[src/design/mfep_pkg.sv]
// Package: word types, phase codes and constants for the MIDI file event parser.
`timescale 1ns / 1ps
package mfep_pkg;

  typedef struct packed {
    logic [7:0] data_byte;
    logic       last_byte;
  } in_word_t;

  typedef struct packed {
    logic [2:0]  kind;
    logic [3:0]  channel;
    logic [7:0]  data_one;
    logic [7:0]  data_two;
    logic [31:0] tick;
    logic [15:0] track_index;
    logic [23:0] tempo_us;
    logic [15:0] file_format;
    logic [14:0] division;
    logic [15:0] track_count;
    logic [1:0]  error_code;
  } out_word_t;

  localparam logic [2:0] KIND_NOTE_OFF = 3'd0;
  localparam logic [2:0] KIND_NOTE_ON  = 3'd1;
  localparam logic [2:0] KIND_PROGRAM  = 3'd2;
  localparam logic [2:0] KIND_TEMPO    = 3'd3;
  localparam logic [2:0] KIND_HEADER   = 3'd4;
  localparam logic [2:0] KIND_ERROR    = 3'd5;
  localparam logic [2:0] KIND_DONE     = 3'd6;

  localparam logic [1:0] ERR_SMALL  = 2'd0;
  localparam logic [1:0] ERR_TAG    = 2'd1;
  localparam logic [1:0] ERR_LENGTH = 2'd2;
  localparam logic [1:0] ERR_SMPTE  = 2'd3;

  localparam logic [31:0] TAG_MTHD = 32'h4D54_6864;
  localparam logic [31:0] TAG_MTRK = 32'h4D54_726B;

  typedef enum logic [12:0] {
    PH_HDR    = 13'b0000000000001,
    PH_HSKIP  = 13'b0000000000010,
    PH_CHDR   = 13'b0000000000100,
    PH_IDLE   = 13'b0000000001000,
    PH_CSKIP  = 13'b0000000010000,
    PH_DELTA  = 13'b0000000100000,
    PH_STATUS = 13'b0000001000000,
    PH_D1     = 13'b0000010000000,
    PH_D2     = 13'b0000100000000,
    PH_MTYPE  = 13'b0001000000000,
    PH_MLEN   = 13'b0010000000000,
    PH_SXLEN  = 13'b0100000000000,
    PH_DSKIP  = 13'b1000000000000
  } phase_t;

endpackage

[src/design/mfep_out_queue.sv]
// Output queue: four words deep, takes up to two words per byte, drains in order.
`timescale 1ns / 1ps
module mfep_out_queue (
  input  logic                clk,
  input  logic                rst,
  input  logic [1:0]          push_count,
  input  mfep_pkg::out_word_t push_a,
  input  mfep_pkg::out_word_t push_b,
  output logic                room,
  output logic                valid,
  input  logic                ready,
  output mfep_pkg::out_word_t word
);
  import mfep_pkg::*;

  out_word_t  slot [4];
  logic [1:0] rd_ptr;
  logic [1:0] wr_ptr;
  logic [2:0] fill;
  logic       pop;

  assign pop   = valid && ready;
  assign valid = fill != 3'd0;
  assign word  = slot[rd_ptr];
  // room for two more words even if nothing drains this cycle
  assign room  = fill <= 3'd2;

  always_ff @(posedge clk) begin
    if (push_count != 2'd0) slot[wr_ptr] <= push_a;
    if (push_count == 2'd2) slot[wr_ptr + 2'd1] <= push_b;
    if (rst) begin
      rd_ptr <= '0;
      wr_ptr <= '0;
      fill   <= '0;
    end else begin
      wr_ptr <= wr_ptr + push_count;
      if (pop) rd_ptr <= rd_ptr + 2'd1;
      fill <= fill + {1'b0, push_count} - {2'b0, pop};
    end
  end
endmodule

[src/design/midi_file_event_parser.sv]
// Top level: Standard MIDI File byte parser producing note, program, tempo and header words.
//
// Usage: feed file bytes on in_valid/in_ready with payload in_word (data_byte,
// last_byte marks the final byte of a file). Result words leave on
// out_valid/out_ready as out_word: note off/on, program change, tempo,
// header, error, done. Each byte can cause up to
// two words (an event or header, then done on the last byte).
// With the queue empty, the first resulting word is offered in the next cycle.
// Throughput: one byte per cycle while the four-word output queue has room
// for two words; in_ready drops only when the queue holds three or more.
// A stalled receiver therefore backs up into in_ready after a few words.
// Reset clears the parse state to header collection and empties the queue.
// After the last byte of a file the parser returns to header collection on
// its own, so files may follow back to back.
`timescale 1ns / 1ps
module midi_file_event_parser (
  input  logic                clk,
  input  logic                rst,
  input  logic                in_valid,
  output logic                in_ready,
  input  mfep_pkg::in_word_t  in_word,
  output logic                out_valid,
  input  logic                out_ready,
  output mfep_pkg::out_word_t out_word
);
  import mfep_pkg::*;

  phase_t      phase, phase_next;
  logic [3:0]  header_count, header_count_next;
  logic [31:0] header_length, header_length_next;
  logic [47:0] header_fields, header_fields_next;
  logic [31:0] tag_shift, tag_shift_next;
  logic [31:0] skip_remaining, skip_remaining_next;
  logic [31:0] chunk_remaining, chunk_remaining_next;
  logic [15:0] chunks_left, chunks_left_next;
  logic [15:0] chunk_number, chunk_number_next;
  logic [31:0] track_tick, track_tick_next;
  logic [7:0]  running_status, running_status_next;
  logic [7:0]  current_status, current_status_next;
  logic [31:0] varlen_value, varlen_value_next;
  logic [2:0]  varlen_count, varlen_count_next;
  logic [7:0]  first_data, first_data_next;
  logic [7:0]  meta_kind, meta_kind_next;
  logic [23:0] tempo_accum, tempo_accum_next;
  logic        failed, failed_next;

  logic        accept;
  logic        room;
  logic [1:0]  push_count;
  out_word_t   push_a, push_b;
  logic [7:0]  b;
  logic [31:0] vl_new;
  logic [2:0]  vl_cnt_new;
  logic        vl_done;
  logic [7:0]  st;
  logic [7:0]  hi;
  phase_t      dphase;
  logic [31:0] cnt_dec;

  assign in_ready = room;
  assign accept   = in_valid && in_ready;
  assign b        = in_word.data_byte;
  assign vl_new     = {varlen_value[24:0], b[6:0]};
  assign vl_cnt_new = varlen_count + 3'd1;
  assign vl_done    = !b[7] || vl_cnt_new >= 3'd5;

  always_comb begin
    phase_next           = phase;
    header_count_next    = header_count;
    header_length_next   = header_length;
    header_fields_next   = header_fields;
    tag_shift_next       = tag_shift;
    skip_remaining_next  = skip_remaining;
    chunk_remaining_next = chunk_remaining;
    chunks_left_next     = chunks_left;
    chunk_number_next    = chunk_number;
    track_tick_next      = track_tick;
    running_status_next  = running_status;
    current_status_next  = current_status;
    varlen_value_next    = varlen_value;
    varlen_count_next    = varlen_count;
    first_data_next      = first_data;
    meta_kind_next       = meta_kind;
    tempo_accum_next     = tempo_accum;
    failed_next          = failed;
    push_count           = 2'd0;
    push_a               = '0;
    push_b               = '0;
    st                   = 8'd0;
    hi                   = 8'd0;
    dphase               = phase;
    cnt_dec              = chunk_remaining - 32'd1;

    if (accept && !failed) begin
      case (phase)
        PH_HDR: begin
          if (header_count < 4'd4) tag_shift_next = {tag_shift[23:0], b};
          else if (header_count < 4'd8) header_length_next = {header_length[23:0], b};
          else header_fields_next = {header_fields[39:0], b};
          header_count_next = header_count + 4'd1;
          if (header_count == 4'd13) begin
            push_count = 2'd1;
            if (tag_shift != TAG_MTHD || header_length < 32'd6 || header_fields[7]) begin
              push_a.kind = KIND_ERROR;
              if (tag_shift != TAG_MTHD) push_a.error_code = ERR_TAG;
              else if (header_length < 32'd6) push_a.error_code = ERR_LENGTH;
              else push_a.error_code = ERR_SMPTE;
              failed_next = 1'b1;
              phase_next  = PH_IDLE;
            end else begin
              push_a.kind        = KIND_HEADER;
              push_a.file_format = header_fields[39:24];
              push_a.track_count = header_fields[23:8];
              push_a.division    = {header_fields[6:0], b};
              chunks_left_next   = header_fields[23:8];
              chunk_number_next  = '0;
              skip_remaining_next = header_length - 32'd6;
              if (header_length != 32'd6) phase_next = PH_HSKIP;
              else if (header_fields[23:8] != 16'd0) begin
                phase_next = PH_CHDR;
                header_count_next = '0;
              end else phase_next = PH_IDLE;
            end
          end
        end
        PH_HSKIP: begin
          skip_remaining_next = skip_remaining - 32'd1;
          if (skip_remaining == 32'd1) begin
            if (chunks_left != 16'd0) begin
              phase_next = PH_CHDR;
              header_count_next = '0;
            end else phase_next = PH_IDLE;
          end
        end
        PH_CHDR: begin
          if (header_count < 4'd4) tag_shift_next = {tag_shift[23:0], b};
          else header_length_next = {header_length[23:0], b};
          header_count_next = header_count + 4'd1;
          if (header_count == 4'd7) begin
            chunks_left_next     = chunks_left - 16'd1;
            chunk_remaining_next = {header_length[23:0], b};
            if ({header_length[23:0], b} == 32'd0) begin
              chunk_number_next = chunk_number + 16'd1;
              if (chunks_left != 16'd1) begin
                phase_next = PH_CHDR;
                header_count_next = '0;
              end else phase_next = PH_IDLE;
            end else if (tag_shift == TAG_MTRK) begin
              track_tick_next     = '0;
              running_status_next = '0;
              current_status_next = '0;
              varlen_value_next   = '0;
              varlen_count_next   = '0;
              phase_next          = PH_DELTA;
            end else phase_next = PH_CSKIP;
          end
        end
        PH_IDLE: ;
        default: begin
          // track body
          dphase = phase;
          if (phase == PH_DELTA) begin
            varlen_value_next = vl_new;
            varlen_count_next = vl_cnt_new;
            if (vl_done) begin
              track_tick_next   = track_tick + vl_new;
              varlen_value_next = '0;
              varlen_count_next = '0;
              phase_next        = PH_STATUS;
            end
          end else if (phase == PH_STATUS) begin
            st = b[7] ? b : running_status;
            if (b[7]) running_status_next = b;
            current_status_next = st;
            if (st == 8'hFF) phase_next = PH_MTYPE;
            else if (st == 8'hF0 || st == 8'hF7) begin
              phase_next = PH_SXLEN;
              varlen_value_next = '0;
              varlen_count_next = '0;
            end else if (st[7] && st < 8'hF0) phase_next = PH_D1;
            else phase_next = PH_CSKIP;
            // running status: the byte is also the first data byte
            if (!b[7] && phase_next != PH_CSKIP) dphase = phase_next;
            else dphase = PH_IDLE;
          end
          if (phase != PH_DELTA && phase != PH_CSKIP && dphase != PH_IDLE) begin
            hi = (phase == PH_STATUS) ? (st & 8'hF0) : (current_status & 8'hF0);
            case (dphase)
              PH_D1: begin
                first_data_next = b;
                if (hi == 8'hC0) begin
                  push_count       = 2'd1;
                  push_a.kind      = KIND_PROGRAM;
                  push_a.channel   = (phase == PH_STATUS) ? st[3:0] : current_status[3:0];
                  push_a.data_one  = b;
                  push_a.tick      = track_tick;
                  push_a.track_index = chunk_number;
                  phase_next = PH_DELTA;
                end else if (hi == 8'hD0) phase_next = PH_DELTA;
                else phase_next = PH_D2;
              end
              PH_D2: begin
                if (hi == 8'h80 || hi == 8'h90) begin
                  push_count = 2'd1;
                  push_a.kind = (hi == 8'h90 && b != 8'd0) ? KIND_NOTE_ON : KIND_NOTE_OFF;
                  push_a.channel   = current_status[3:0];
                  push_a.data_one  = first_data;
                  push_a.data_two  = b;
                  push_a.tick      = track_tick;
                  push_a.track_index = chunk_number;
                end
                phase_next = PH_DELTA;
              end
              PH_MTYPE: begin
                meta_kind_next    = b;
                varlen_value_next = '0;
                varlen_count_next = '0;
                phase_next        = PH_MLEN;
              end
              PH_MLEN, PH_SXLEN: begin
                varlen_value_next = vl_new;
                varlen_count_next = vl_cnt_new;
                if (vl_done) begin
                  if (dphase == PH_SXLEN || vl_new < 32'd3) meta_kind_next = '0;
                  skip_remaining_next = vl_new;
                  varlen_value_next   = '0;
                  varlen_count_next   = '0;
                  tempo_accum_next    = '0;
                  phase_next = (vl_new == 32'd0) ? PH_DELTA : PH_DSKIP;
                end
              end
              PH_DSKIP: begin
                if (meta_kind == 8'h51 && varlen_count < 3'd3) begin
                  tempo_accum_next  = {tempo_accum[15:0], b};
                  varlen_count_next = vl_cnt_new;
                  if (vl_cnt_new == 3'd3) begin
                    push_count = 2'd1;
                    push_a.kind = KIND_TEMPO;
                    push_a.tick = track_tick;
                    push_a.track_index = chunk_number;
                    push_a.tempo_us = {tempo_accum[15:0], b};
                  end
                end
                skip_remaining_next = skip_remaining - 32'd1;
                if (skip_remaining == 32'd1) phase_next = PH_DELTA;
              end
              default: ;
            endcase
          end
          chunk_remaining_next = cnt_dec;
          if (cnt_dec == 32'd0) begin
            chunk_number_next = chunk_number + 16'd1;
            if (chunks_left != 16'd0) begin
              phase_next = PH_CHDR;
              header_count_next = '0;
            end else phase_next = PH_IDLE;
          end
        end
      endcase
    end

    if (accept && in_word.last_byte) begin
      if (!failed_next) begin
        if (push_count == 2'd0) begin
          push_count = 2'd1;
          push_a = '0;
          if (phase_next == PH_HDR) begin
            push_a.kind = KIND_ERROR;
            push_a.error_code = ERR_SMALL;
          end else push_a.kind = KIND_DONE;
        end else begin
          push_count = 2'd2;
          push_b = '0;
          push_b.kind = KIND_DONE;
        end
      end
      phase_next           = PH_HDR;
      header_count_next    = '0;
      header_length_next   = '0;
      header_fields_next   = '0;
      tag_shift_next       = '0;
      skip_remaining_next  = '0;
      chunk_remaining_next = '0;
      chunks_left_next     = '0;
      chunk_number_next    = '0;
      track_tick_next      = '0;
      running_status_next  = '0;
      current_status_next  = '0;
      varlen_value_next    = '0;
      varlen_count_next    = '0;
      first_data_next      = '0;
      meta_kind_next       = '0;
      tempo_accum_next     = '0;
      failed_next          = 1'b0;
    end
  end

  always_ff @(posedge clk) begin
    if (rst) begin
      phase           <= PH_HDR;
      header_count    <= '0;
      header_length   <= '0;
      header_fields   <= '0;
      tag_shift       <= '0;
      skip_remaining  <= '0;
      chunk_remaining <= '0;
      chunks_left     <= '0;
      chunk_number    <= '0;
      track_tick      <= '0;
      running_status  <= '0;
      current_status  <= '0;
      varlen_value    <= '0;
      varlen_count    <= '0;
      first_data      <= '0;
      meta_kind       <= '0;
      tempo_accum     <= '0;
      failed          <= 1'b0;
    end else begin
      phase           <= phase_next;
      header_count    <= header_count_next;
      header_length   <= header_length_next;
      header_fields   <= header_fields_next;
      tag_shift       <= tag_shift_next;
      skip_remaining  <= skip_remaining_next;
      chunk_remaining <= chunk_remaining_next;
      chunks_left     <= chunks_left_next;
      chunk_number    <= chunk_number_next;
      track_tick      <= track_tick_next;
      running_status  <= running_status_next;
      current_status  <= current_status_next;
      varlen_value    <= varlen_value_next;
      varlen_count    <= varlen_count_next;
      first_data      <= first_data_next;
      meta_kind       <= meta_kind_next;
      tempo_accum     <= tempo_accum_next;
      failed          <= failed_next;
    end
  end

  mfep_out_queue u_queue (
    .clk        (clk),
    .rst        (rst),
    .push_count (push_count),
    .push_a     (push_a),
    .push_b     (push_b),
    .room       (room),
    .valid      (out_valid),
    .ready      (out_ready),
    .word       (out_word)
  );

`ifndef SYNTHESIS
  a_onehot_phase: assert property (@(posedge clk) disable iff (rst) $onehot(phase))
    else $error("phase not one-hot");
  a_last_resets: assert property (@(posedge clk) disable iff (rst)
    in_valid && in_ready && in_word.last_byte |=> phase == PH_HDR && !failed)
    else $error("parser did not return to header after last word");
  a_failed_idle: assert property (@(posedge clk) disable iff (rst)
    failed |-> phase == PH_IDLE)
    else $error("failed outside idle");
  a_no_push_full: assert property (@(posedge clk) disable iff (rst)
    !in_ready |-> push_count == 2'd0)
    else $error("queue pushed while full");
`endif
endmodule

[config.mk]
export PLATFORM = sky130hd
export DESIGN_NAME = midi_file_event_parser
export DESIGN_NICKNAME = d
export VERILOG_FILES = /design/src/design/mfep_pkg.sv /design/src/design/mfep_out_queue.sv /design/src/design/midi_file_event_parser.sv
export SDC_FILE = /design/constraint.sdc
export NUM_CORES = 2
export LEC_CHECK = 0
export ABC_CLOCK_PERIOD_IN_PS = 5900
export BUFFER_PORTS_ARGS = -buffer_cell sky130_fd_sc_hd__buf_2
export CORE_MARGIN = 2
export CORE_UTILIZATION = 40
export DETAILED_ROUTE_END_ITERATION = 10
export PLACE_DENSITY_LB_ADDON = 0.12
export SYNTH_ARGS = -nofsm -noshare
export SYNTH_HDL_FRONTEND = slang
export SYNTH_SLANG_ARGS = --single-unit
export TNS_END_PERCENT = 30
[constraint.sdc]
create_clock -name clk -period 5.9 [get_ports clk]
set_clock_uncertainty 0.15 [all_clocks]
set_input_delay 1.77 -clock clk [delete_from_list [all_inputs] [get_ports clk]]
set_output_delay 1.77 -clock clk [all_outputs]
set_load 0.02 [all_outputs]
Word level (Yosys, flattened, before mapping):

Memories as Yosys holds them, arrays and structs flattened. A register that Yosys moved wholly into a read port is not among the register bits.
Index checks and enable logic that the tools add are counted.
Widths: inputs -> output; s select.

* register bits after elaboration: 332
* latch bits: 0
* memory bits (writable): 576
* bits in read-only memories: 0
* output and inout port bits: 146
* word-level logic and storage cells: 324
* memories: 1

Memory list
* u_queue.slot: depth 4, width 144, rd ports 1, clocked after memory_dff 1, write ports 2, RTL line mfep_out_queue.sv:16 `out_word_t slot [4];`

* add/subtract/negate cells: 13
* $mul: 0
* div/mod/pow operators: 0
* $lt $le $gt $ge: 8
* eq/ne operators: 49
* shift-type cells: 0
* muxes and demuxes: 167
* bitwise gates (word level): 7
* reductions and logical operators: 59

Operator list (number)
* $mux 144: 7
* $mux 32: 19
* $pmux 32 s2: 6
* $mux 13: 25
* $mux 16: 10
* $mux 72: 2
* $pmux 48 s3: 1
* $mux 8: 15
* $mux 49: 2
* $logic_not 32->1: 3
* $pmux 32 s3: 1
* $mux 95: 1
* $mux 92: 1
* $mux 69: 1
* $pmux 13 s5: 1
* $pmux 16 s2: 2
* $sub 32x1->32 const B: 2
* $eq 8x8->1 const B: 7
* $mux 4: 14
* $pmux 13 s4: 1
* $mux 48: 1
* $pmux 16 s3: 1
* $mux 47: 1
* $mux 3: 11
* 78 further kinds: 168

Logic depth before layout (Yosys ltp):

* depth in word-level cells: 29
* depth in mapped cells: 19

By module:

From an unflattened synthesis, not the netlist that was laid out.

* cell total of the unflattened synthesis: 4133
* area, all modules: 48032.3 µm²

By module, submodules not included
* mfep_out_queue: times used 1, cells an instance 1442, area an instance 28609.9 µm²
* midi_file_event_parser: times used 1, cells an instance 2691, area an instance 19422.4 µm²

Least setup slack after synthesis:

No wires, ideal clock.

* path kind: in2reg
* start: in in_word[2] (netlist bit)
* end: mem u_queue.slot[1][143] (netlist bit) (data pin)
* setup time: 0.275 ns
* arrival time: 4.933 ns
* slack: 0.542 ns
* stages on the path: 15
* cell sequence: clkbuf_1 mux2i_1 and3_1 o211a_1 o21a_2 nor4_2 a211oi_2 o21ai_2 ha_1 nor3_1 or3_1 buf_2 buf_2 clkbuf_1 o21ai_0

RTL lines
* start: declaration: RTL line midi_file_event_parser.sv:21 `input mfep_pkg::in_word_t in_word,`
* end: declaration: RTL line mfep_out_queue.sv:16

==> summary.txt <==
Setup path
  – Start of the worst register-to-register path: chunk_remaining[0]
  – Worst Path Arrival: 5.46 ns
  – Critical path launch point type: input pin
  – Worst setup endpoint: u_queue.slot[0][142]
  – Worst Setup End Kind: flop
  – Worst-case reg-to-reg path depth: 14
  – CP max FO: 9
  – Cell repeated most along the worst path: sky130_fd_sc_hd__nand3_1
  – Register-to-Register Setup Slack: 0.81 ns
  – Critical path's slowest cell: sky130_fd_sc_hd__or4b_1
  – Crit path cell chain: buf_2 > or4_1 > or4b_1 > nor4_1 > nand3_1 > and4_1 > nand2_1 > nand3_1 > o22ai_1 > nand4_1 > o41ai_2 > buf_4 > o21ai_0
  – Worst Setup SP: in_word[3]
  – Reg-to-reg critical path endpoint: u_queue.slot[0][142]
  – Worst EP required: 6.15 ns
  – Worst Path Class, Setup: in -> reg
  – Crit path largest cell delay: 0.65 ns

Timing
  – Fmax: 191.7 MHz
  – Max-slew violations: 0
  – RSZ-0062 raised after global routing: false
  – Worst hold slack: 0.3044 ns
  – Post-route clock period utilization: 88.42%
  – Transition time at the pin with the least slew margin: 1.279 ns
  – Number of hold-slack violations in the final timing report: 0
  – Number of failing setup endpoints in the final timing report: 0
  – Max-Slew Margin vs Limit: 14.71%
  – Min Clock Period, post-route: 5.217 ns
  – Fin Setup TNS: 0 ns

Clock tree
  – Number of cells upsized or downsized after cts: 0
  – Sinks on Clock Net: 903
  – Cts bufs inserted: 101
  – Skew-Pair Late Insertion Delay: 0.70 ns
  – Maximum level of the CTS H-tree: 3
  – Setup repair bufs after CTS: 0
  – Number of hold buffers added after CTS: 0
  – CTS clock-pin slew for the worst setup and hold paths: 0.06 ns
  – TritonCTS clock tree: yes
  – Buffer type at the clock tree root: sky130_fd_sc_hd__clkbuf_16
  – Maximum buffer depth of the clock tree: 3

Power and ir drop
  – Peak VDD IR: 0.2333 mV
  – Leakage power summed over all cells: 16.38 nW
  – PD cells: 356.7 nW/um^2

GRT
  – Global-route wire length before repair: 202300 um
  – GR Overflow Total: 0
  – Vias in the first global route: 33869
  – GRT Util Overall: 23.71%
  – Pin count of the biggest net entering global routing: 103
  – Number of antenna violations at the first check in global routing: 3

Cells and area
  – Ratio of cells with drive above 1 in the final layout: 14.23%
  – Nets: 4807
  – Signed area change from the synthesized netlist to the final layout: 14.08%
  – Count of fill cells added during filler insertion: 10022
  – Number of antenna diodes: 0

Yosys
  – Post-synth top area share: 43.58%
  – Syn Inst Count: 4780
  – Main synth FF type: sky130_fd_sc_hd__dfxtp_1
  – Async SR Flop Fraction: 0%
  – Count of unique library cells instantiated by Yosys: 86
  – Cell Area, Synth: 41110 um^2
  – Largest cells by area after synthesis: sky130_fd_sc_hd__dfxtp_1 (44%), sky130_fd_sc_hd__mux4_2 (7.9%), sky130_fd_sc_hd__o21ai_0 (7.7%)
  – Fraction of the yosys area taken by sequential cells: 44.16%
  – Flip-flop and latch count after synthesis: 903
  – Avg Synthesized Cell Area: 8.601 um^2
  – Post-Syn Nets: 4844
  – Dominant cell type by area after synthesis: sky130_fd_sc_hd__dfxtp_1
  – EDFF count, synth: 8
  – Yosys synthesis warning count: 0

Status
  – Result of the run: complete, no violations

Placed design
  – Number of buffer cells added on primary ports: 158
  – Final RePlAce weighted congestion: 0.8944
  – DPL Wire Length: 81850 um

Detailed routing
  – Detail Route Antenna Nets: 0
  – Starting DRT DRC Count: 2684
  – Routed vias: 35326
  – DRC Markers: 0
  – Average vias per placed instance: 5.707
  – First-pass iteration count of the detailed router: 6
  – Wire length per cell after detailed routing: 20.65 um
  – Total wire length: 127800 um

Floorplanning
  – Area of the die: 105400 um^2
  – Width of the chip: 324.6 um
  – Area of the core: 101900 um^2
  – Number of top-level pins: 159
  – Starting utilization of the core area: 40.35%
  – Die Y: 324.6 um
  – Placement Rows: 117

Worst hold path
  – Class of the tightest hold or removal check: reg -> reg

Run
  – Max capacitance violation total: 0
[cell type report]
cell class	count	area, um^2	share of cell area [%]
Inverter	39	146.4	0.3121
Timing Repair Buffer	274	2062	4.396
Sequential cell	903	18160	38.73
Clock inverter	35	570.5	1.216
Tap cell	1368	1712	3.649
Clock buffer	147	2982	6.357
Multi-Input combinational cell	3424	21270	45.34
[logic make-up after synthesis]
logic type / Yosys count / synth area share (%)
buffers and inverters: 453 / 4.446
XOR/XNOR: 91 / 1.939
flip-flops: 903 / 44.16
multiplexers: 157 / 8.204
adder cells (fa/ha/maj): 51 / 1.589
AO/OA/AOI/OAI: 1278 / 17.62
AND/OR/NAND/NOR: 1847 / 22.04
[cell usage after synthesis (19+ instances only)]
| cell type | instances |
|---|---|
| sky130_fd_sc_hd__dfxtp_1 | 895 |
| sky130_fd_sc_hd__o21ai_0 | 635 |
| sky130_fd_sc_hd__nand3_1 | 631 |
| sky130_fd_sc_hd__nand2_1 | 530 |
| sky130_fd_sc_hd__clkbuf_1 | 320 |
| sky130_fd_sc_hd__a21oi_1 | 276 |
| sky130_fd_sc_hd__nor2_1 | 274 |
| sky130_fd_sc_hd__mux4_2 | 144 |
| sky130_fd_sc_hd__o21ai_1 | 79 |
| sky130_fd_sc_hd__a22oi_1 | 75 |
| sky130_fd_sc_hd__nor3_1 | 71 |
| sky130_fd_sc_hd__xnor2_1 | 62 |
| sky130_fd_sc_hd__nor4_1 | 53 |
| sky130_fd_sc_hd__ha_1 | 49 |
| sky130_fd_sc_hd__buf_1 | 47 |
| sky130_fd_sc_hd__inv_1 | 39 |
| sky130_fd_sc_hd__nand3_2 | 39 |
| sky130_fd_sc_hd__buf_2 | 36 |
| sky130_fd_sc_hd__a211oi_1 | 33 |
| sky130_fd_sc_hd__nand4_1 | 31 |
| sky130_fd_sc_hd__nand2b_1 | 30 |
| sky130_fd_sc_hd__or3_1 | 29 |
| sky130_fd_sc_hd__xor2_1 | 29 |
| sky130_fd_sc_hd__and3_1 | 24 |
| sky130_fd_sc_hd__and2_1 | 22 |
| sky130_fd_sc_hd__or4_1 | 21 |
| sky130_fd_sc_hd__a31oi_1 | 19 |
[layout by cell type, fill, tap and decap left out, types with 62 or more instances in the layout]
cell type                   netlist  layout
sky130_fd_sc_hd__buf_4            0      84
sky130_fd_sc_hd__nor3_1          71      70
sky130_fd_sc_hd__a21oi_1        276     275
sky130_fd_sc_hd__xnor2_1         62      62
sky130_fd_sc_hd__dfxtp_1        895     893
sky130_fd_sc_hd__buf_2           36     158
sky130_fd_sc_hd__nor2_1         274     270
sky130_fd_sc_hd__o21ai_1         79      80
sky130_fd_sc_hd__nand2_1        530     529
sky130_fd_sc_hd__o21ai_0        635     634
sky130_fd_sc_hd__clkbuf_16        0     102
sky130_fd_sc_hd__a22oi_1         75      75
sky130_fd_sc_hd__nand3_1        631     630
sky130_fd_sc_hd__mux4_2         144     144
[flip-flops by register name, indices dropped and copies added (netlist names), 3 cells and up, named ones only]
signal           count
chunk_number        16
chunk_remaining     32
chunks_left         16
current_status       8
first_data           8
header_count         4
header_fields       40
header_length       32
meta_kind            8
phase               13
skip_remaining      32
tag_shift           32
tempo_accum         16
track_tick          32
u_queue.fill         3
u_queue.slot       576
varlen_count         3
varlen_value        25
[power by group]
group / internal [W] / switching (W) / leakage, nW / total, W
sequential: 0.00623 / 0.000202 / 7.28 / 0.00644
combinational: 0.00129 / 0.00233 / 7.36 / 0.00363
clock: 0.00400 / 0.00267 / 1.74 / 0.00667
total: 0.0115 / 0.00521 / 16.4 / 0.0167
[per-stage QoR]
| step | worst slack, ns | instance area, um^2 | total power (W) | util, % | std cells |
|---|---|---|---|---|---|
| 6_report | 0.6833 | 46910 | 0.01673 | 46.04 | 6190 |
| 4_1_cts | 0.7652 | 46910 | 0.01687 | 46.04 | 6190 |
| 3_3_place_gp | 0.1073 | 43350 | 0.01017 | 42.55 | 6008 |
| 5_1_grt | 0.2721 | 46910 | 0.01755 | 46.04 | 6190 |
| 2_1_floorplan | 0.5421 | 41110 | 0.009237 | - | 4780 |
| 3_5_place_dp | 0.03331 | 43350 | 0.01018 | 42.55 | 6008 |
[worst min path at each step]
stage / startpoint / endpoint / slack, ns / cells past startpoint
global placement: meta_kind[3] / meta_kind[3] / 0.29 / 2
finish: tempo_accum[12] / tempo_accum[12] / 0.30 / 2
floorplan: meta_kind[4] / meta_kind[4] / 0.28 / 2
CTS: meta_kind[3] / meta_kind[3] / 0.30 / 2
detailed placement: meta_kind[3] / meta_kind[3] / 0.30 / 2
global route: u_queue.slot[0][115] / u_queue.slot[0][115] / 0.32 / 2
[routing by layer]
metal | vias to the layer above | track usage [%] | share of wire (%)
met1 | 17066 | 33.50 | 48
met2 | 801 | 38.22 | 46
met3 | 162 | 3.261 | 4.6
met5 | - | 0 | 0.029
met4 | 6 | 5.777 | 2.1
li1 | 17291 | - | -
[critical path, delay by kind of cell]
family | cells | cell delay, ns
buffers and inverters | 2 | 0.40
and+or+nand+nor | 8 | 2.53
AOI/OAI and AO/OA | 3 | 0.74
(Power assumes the default switching activity.)
